[src/design/adrc_fifo.sv]
// ----------------------------------------------------------------------------
// adrc_fifo: small synchronous queue
// Register-based queue with push/pop guarding; head entry shown directly.
// ----------------------------------------------------------------------------
module adrc_fifo #(
  parameter int WIDTH = 8,
  parameter int DEPTH = 2
) (
  input  logic             clk,
  input  logic             rst,
  input  logic             wr_en,
  input  logic [WIDTH-1:0] wr_data,
  output logic             full,
  input  logic             rd_en,
  output logic [WIDTH-1:0] rd_data,
  output logic             empty
);

  localparam int AW = (DEPTH > 1) ? $clog2(DEPTH) : 1;

  logic [WIDTH-1:0] mem [DEPTH];
  logic [AW-1:0]    wr_ptr;
  logic [AW-1:0]    rd_ptr;
  logic [AW:0]      count;
  logic             wr;
  logic             rd;

  assign full    = (count == (AW+1)'(DEPTH));
  assign empty   = (count == '0);
  assign wr      = wr_en && !full;
  assign rd      = rd_en && !empty;
  assign rd_data = mem[rd_ptr];

  always_ff @(posedge clk) begin
    if (rst) begin
      wr_ptr <= '0;
      rd_ptr <= '0;
      count  <= '0;
    end else begin
      if (wr) begin
        wr_ptr <= (wr_ptr == AW'(DEPTH - 1)) ? '0 : wr_ptr + 1'b1;
      end
      if (rd) begin
        rd_ptr <= (rd_ptr == AW'(DEPTH - 1)) ? '0 : rd_ptr + 1'b1;
      end
      if (wr && !rd) begin
        count <= count + 1'b1;
      end else if (rd && !wr) begin
        count <= count - 1'b1;
      end
    end
  end

  always_ff @(posedge clk) begin
    if (wr) begin
      mem[wr_ptr] <= wr_data;
    end
  end

endmodule

[config.mk]
export PLATFORM = sky130hd
export DESIGN_NAME = adrc_fifo
export DESIGN_NICKNAME = d
export VERILOG_FILES = /design/src/design/adrc_fifo.sv
export SDC_FILE = /design/constraint.sdc
export NUM_CORES = 1
export LEC_CHECK = 0
export BUFFER_PORTS_ARGS = -buffer_cell sky130_fd_sc_hd__buf_2
export CAP_MARGIN = 20
export CELL_PAD_IN_SITES_DETAIL_PLACEMENT = 0
export CELL_PAD_IN_SITES_GLOBAL_PLACEMENT = 1
export CORE_MARGIN = 2
export CORE_UTILIZATION = 42
export DETAILED_ROUTE_END_ITERATION = 12
export HOLD_SLACK_MARGIN = 0.1
export PLACE_DENSITY = 0.81
export SYNTH_ARGS = -nofsm -noshare
export SYNTH_HDL_FRONTEND = slang
export SYNTH_SLANG_ARGS = --single-unit
[constraint.sdc]
create_clock -name clk -period 2.19 [get_ports clk]
set_input_delay 0.219 -clock clk [delete_from_list [all_inputs] [get_ports clk]]
set_output_delay 0.219 -clock clk [all_outputs]
set_load 0.01 [all_outputs]
==> results.md <==
| Metric | Reported | Unit |
|:---|:---|:---|
| Count of port buffers added during placement | 21 | - |
| Share of layout cells above drive strength 1 | 41.5 | % |
| Final core area utilization | 59.1 | % |
| Most used cells in the layout excluding fill and tap cells | sky130_fd_sc_hd__buf_2, sky130_fd_sc_hd__edfxtp_1, sky130_fd_sc_hd__mux2_2, sky130_fd_sc_hd__dlygate4sd3_1 | - |
| Remaining global-route overflow | 0 | - |
| Library cell used as clock root buffer | sky130_fd_sc_hd__clkbuf_4 | - |
| Final clock period utilization by the worst path | 73.1 | % |
| Category of the worst setup path capture point | output pin | - |
| Fraction of post-synthesis cell area in the top cell type by area | 60.6 | % |
| Top area cells in the synthesized netlist | sky130_fd_sc_hd__edfxtp_1, sky130_fd_sc_hd__dfxtp_1, sky130_fd_sc_hd__mux2_2 | - |
| Required time of the critical path | 1.97 | ns |
| Filler cell count in the final layout | 155 | - |
| Count of cells along the worst hold path | 2 | - |
| Worst min-delay path endpoint | count[1]$_SDFFE_PP0P_ | - |
| Start-to-end type of the worst setup path | reg2out | - |
| Number of global-route vias before repair | 435 | - |
| Unique masters post-synth | 13 | - |
| Final antenna diode count | 0 | - |
| Wire length of the first global-routing pass | 1690 | um |
| Std-Cell Core Area | 1750 | um2 |
| Post-Syn Area | 793 | um2 |
| Outcome | finished, final reports clean | - |
| Dominant cell type by area after synthesis | sky130_fd_sc_hd__edfxtp_1 | - |
| Layout net count | 96 | - |
| Number of instances resized during post-cts repair | 0 | - |
| Reg-to-reg setup timing slack | 0.65 | ns |
| Final-report max-slew violation count | 0 | - |
| # clock sinks | 21 | - |
| Die Span X | 47.5 | um |
| Endpoint of the worst register-to-register path | count[1]$_SDFFE_PP0P_ | - |
| Delay contributed by the slowest stage of the critical path | 0.57 | ns |
| Dpl cells | 95 | - |
| Data arrival time of the critical path | 1.38 | ns |
| Final setup violation count | 0 | - |
| Total Routing Usage GR | 11.6 | % |
| TNS Setup | 0 | ns |
| Tot Pwr | 1.05 | mW |
| Clock H-tree levels | 1 | - |
| CTS clk-pin slew, worst paths | 0.11 | ns |
| Setup clock skew after layout | 0.00595 | ns |
| Synth-to-layout area growth | 30.1 | % |
| Core Rows | 15 | - |
| Worst R2R Path Depth | 4 | - |
| Final count of hold timing violations | 0 | - |
| Master of the slowest instance on the critical path | sky130_fd_sc_hd__dfxtp_1 | - |
| Routability congestion estimate from global placement | 0.639 | - |
| Highest attainable clock frequency | 0.624 | GHz |
| Hold crit path type | in2reg | - |
| Aggregate routed wire length | 1190 | um |
| Die H | 47.5 | um |
| DRC violations left | 0 | - |
| Violation count after the first detailed-routing iteration | 6 | - |
| Worst Hold Slack | 0.137 | ns |
| Worst-Skew Late Latency | 0.29 | ns |
| Uppermost layer routed | met4 | - |
| Post-route met1 wirelength | 506 | um |
| Wire length per cell | 11.1 | um |
| Maximum ir drop on the vdd rail | 0.641 | mV |
| Initial Utilization | 45.4 | % |
| Register bit count reported by yosys | 21 | - |
| Via-per-instance ratio | 4.60 | - |
| Fin crit period | 1.60 | ns |
| Final design area excluding fillers | 1030 | um2 |
| TritonCTS clock tree | yes | - |
| Tightest Pin Transition | 0.380 | ns |
| Leakage dissipation | 0.414 | nW |
| Vias after detailed routing | 492 | - |
| Total CTS buffers | 3 | - |
| Worst setup margin | 0.589 | ns |
| Post-DP Area | 925 | um2 |
| Critical Path Source Type | flop | - |
| Hold path startpoint | rst | - |
| Setup slack after placement | 0.662 | ns |
| Floorplan die area | 2250 | um2 |
| Mean cell area of the mapped netlist | 15.9 | um2 |
| Yosys synthesis warning count | 0 | - |
| TritonRoute pass-1 iters | 2 | - |
| Number of primary I/O pins | 22 | - |
| HPWL after DPL | 838 | um |
| Reg2Reg Launch Point | count[0]$_SDFFE_PP0P_ | - |
| Initial antenna violation count | 0 | - |
| Sequential element share of the synthesized area | 73.2 | % |
| Maximum number of pins on one net before global-route repair | 13 | - |
| Remaining number of nets flagged by the antenna check after routing | 0 | - |
| Mapped Cells | 50 | - |
| Number of nets in the synthesized netlist | 63 | - |
| Sum of met2 wire segment lengths after detailed routing | 607 | um |
| Met3 WL | 66 | um |
| Number of buffers on the longest clock path | 2 | - |
| Number of standard cells in the final layout excluding fillers | 107 | - |
| Commonest non-fill, non-tap cell in the layout | sky130_fd_sc_hd__buf_2 | - |
| Cells traversed along the worst timing path | mux2_2 > buf_2 | - |
| Unrepaired setup endpoints after global routing | false | - |
| Highest net fanout along the worst path | 8 | - |
| Number of maximum-capacitance constraint violations | 0 | - |
| Power density over the cells | 1020 | nW/um2 |
| Rel. slew slack | 74.6 | % |
[final cells by class]
class	count	area, um2	share of cell area [%]
Sequential cell	21	581	56.2
Multi-Input combinational cell	26	200	19.4
Timing Repair Buffer	29	185	17.9
Tap cell	25	31.3	3.03
Clock buffer	3	22.5	2.18
Inverter	2	7.51	0.727
Clock inverter	1	5.00	0.485
[what timing repair did]
| action | CTS | global route |
|---|---|---|
| hold buffers | 4 | 4 |
| hold endpoints to repair | 7 | 8 |
| buffers inserted | 0 | 0 |
[critical path, delay by kind of cell, from the launching register on]
family   cells  cell delay, ns
mux          1            0.38
flops        1            0.57
buf+inv      1            0.14
[state kept, by name, summed over array words and instances, names as in the netlist, named ones only]
register  cells
wr_ptr        1
mem          16
count         2
rd_ptr        1
[where the power goes]
group / leakage [nW] / switching [mW] / internal [mW] / total (mW)
clock network: 0.0177 / 0.106 / 0.0679 / 0.174
logic: 0.206 / 0.154 / 0.165 / 0.320
registers: 0.191 / 0.0526 / 0.508 / 0.561
total: 0.414 / 0.313 / 0.741 / 1.05
[kinds of logic (layout without fill, tap and decap cells)]
kind of cell / Yosys count / count (layout) / share of synthesized area, %
buffers and inverters: 3 / 35 / 1.58
flip-flops: 21 / 21 / 73.2
XOR/XNOR: 3 / 3 / 3.31
AO/OA/AOI/OAI: 5 / 5 / 3.15
adder cells (fa/ha/maj): 1 / 1 / 1.58
AND/OR/NAND/NOR: 9 / 9 / 5.84
multiplexers: 8 / 8 / 11.4
[worst max path at each step]
| stage | cells after the start | slack (ns) | end | start |
|---|---|---|---|---|
| 2_1_floorplan | 5 | 0.70 | count[1]$_SDFFE_PP0P_ | count[1]$_SDFFE_PP0P_ |
| 3_3_place_gp | 4 | 0.70 | count[1]$_SDFFE_PP0P_ | count[0]$_SDFFE_PP0P_ |
| 3_5_place_dp | 4 | 0.66 | count[1]$_SDFFE_PP0P_ | count[0]$_SDFFE_PP0P_ |
| 4_1_cts | 2 | 0.57 | rd_data[3] | flop |
| 5_1_grt | 2 | 0.51 | rd_data[3] | flop |
| 6_report | 2 | 0.59 | rd_data[5] | flop |
[layer usage]
metal | track usage, % | vias to the layer above
met1 | 12.3 | 226
met4 | 6.67 | 0
met5 | 0 | -
met3 | 3.40 | 2
li1 | - | 247
met2 | 20.3 | 17
[cells in the mapped netlist]
library cell	instances
sky130_fd_sc_hd__a21oi_1	2
sky130_fd_sc_hd__and2_1	1
sky130_fd_sc_hd__buf_2	1
sky130_fd_sc_hd__dfxtp_1	5
sky130_fd_sc_hd__edfxtp_1	16
sky130_fd_sc_hd__ha_1	1
sky130_fd_sc_hd__inv_1	2
sky130_fd_sc_hd__mux2_2	8
sky130_fd_sc_hd__nor2_1	5
sky130_fd_sc_hd__nor2b_2	1
sky130_fd_sc_hd__o21ai_0	3
sky130_fd_sc_hd__or3_1	2
sky130_fd_sc_hd__xor2_1	3
(Power assumes the default switching activity.)
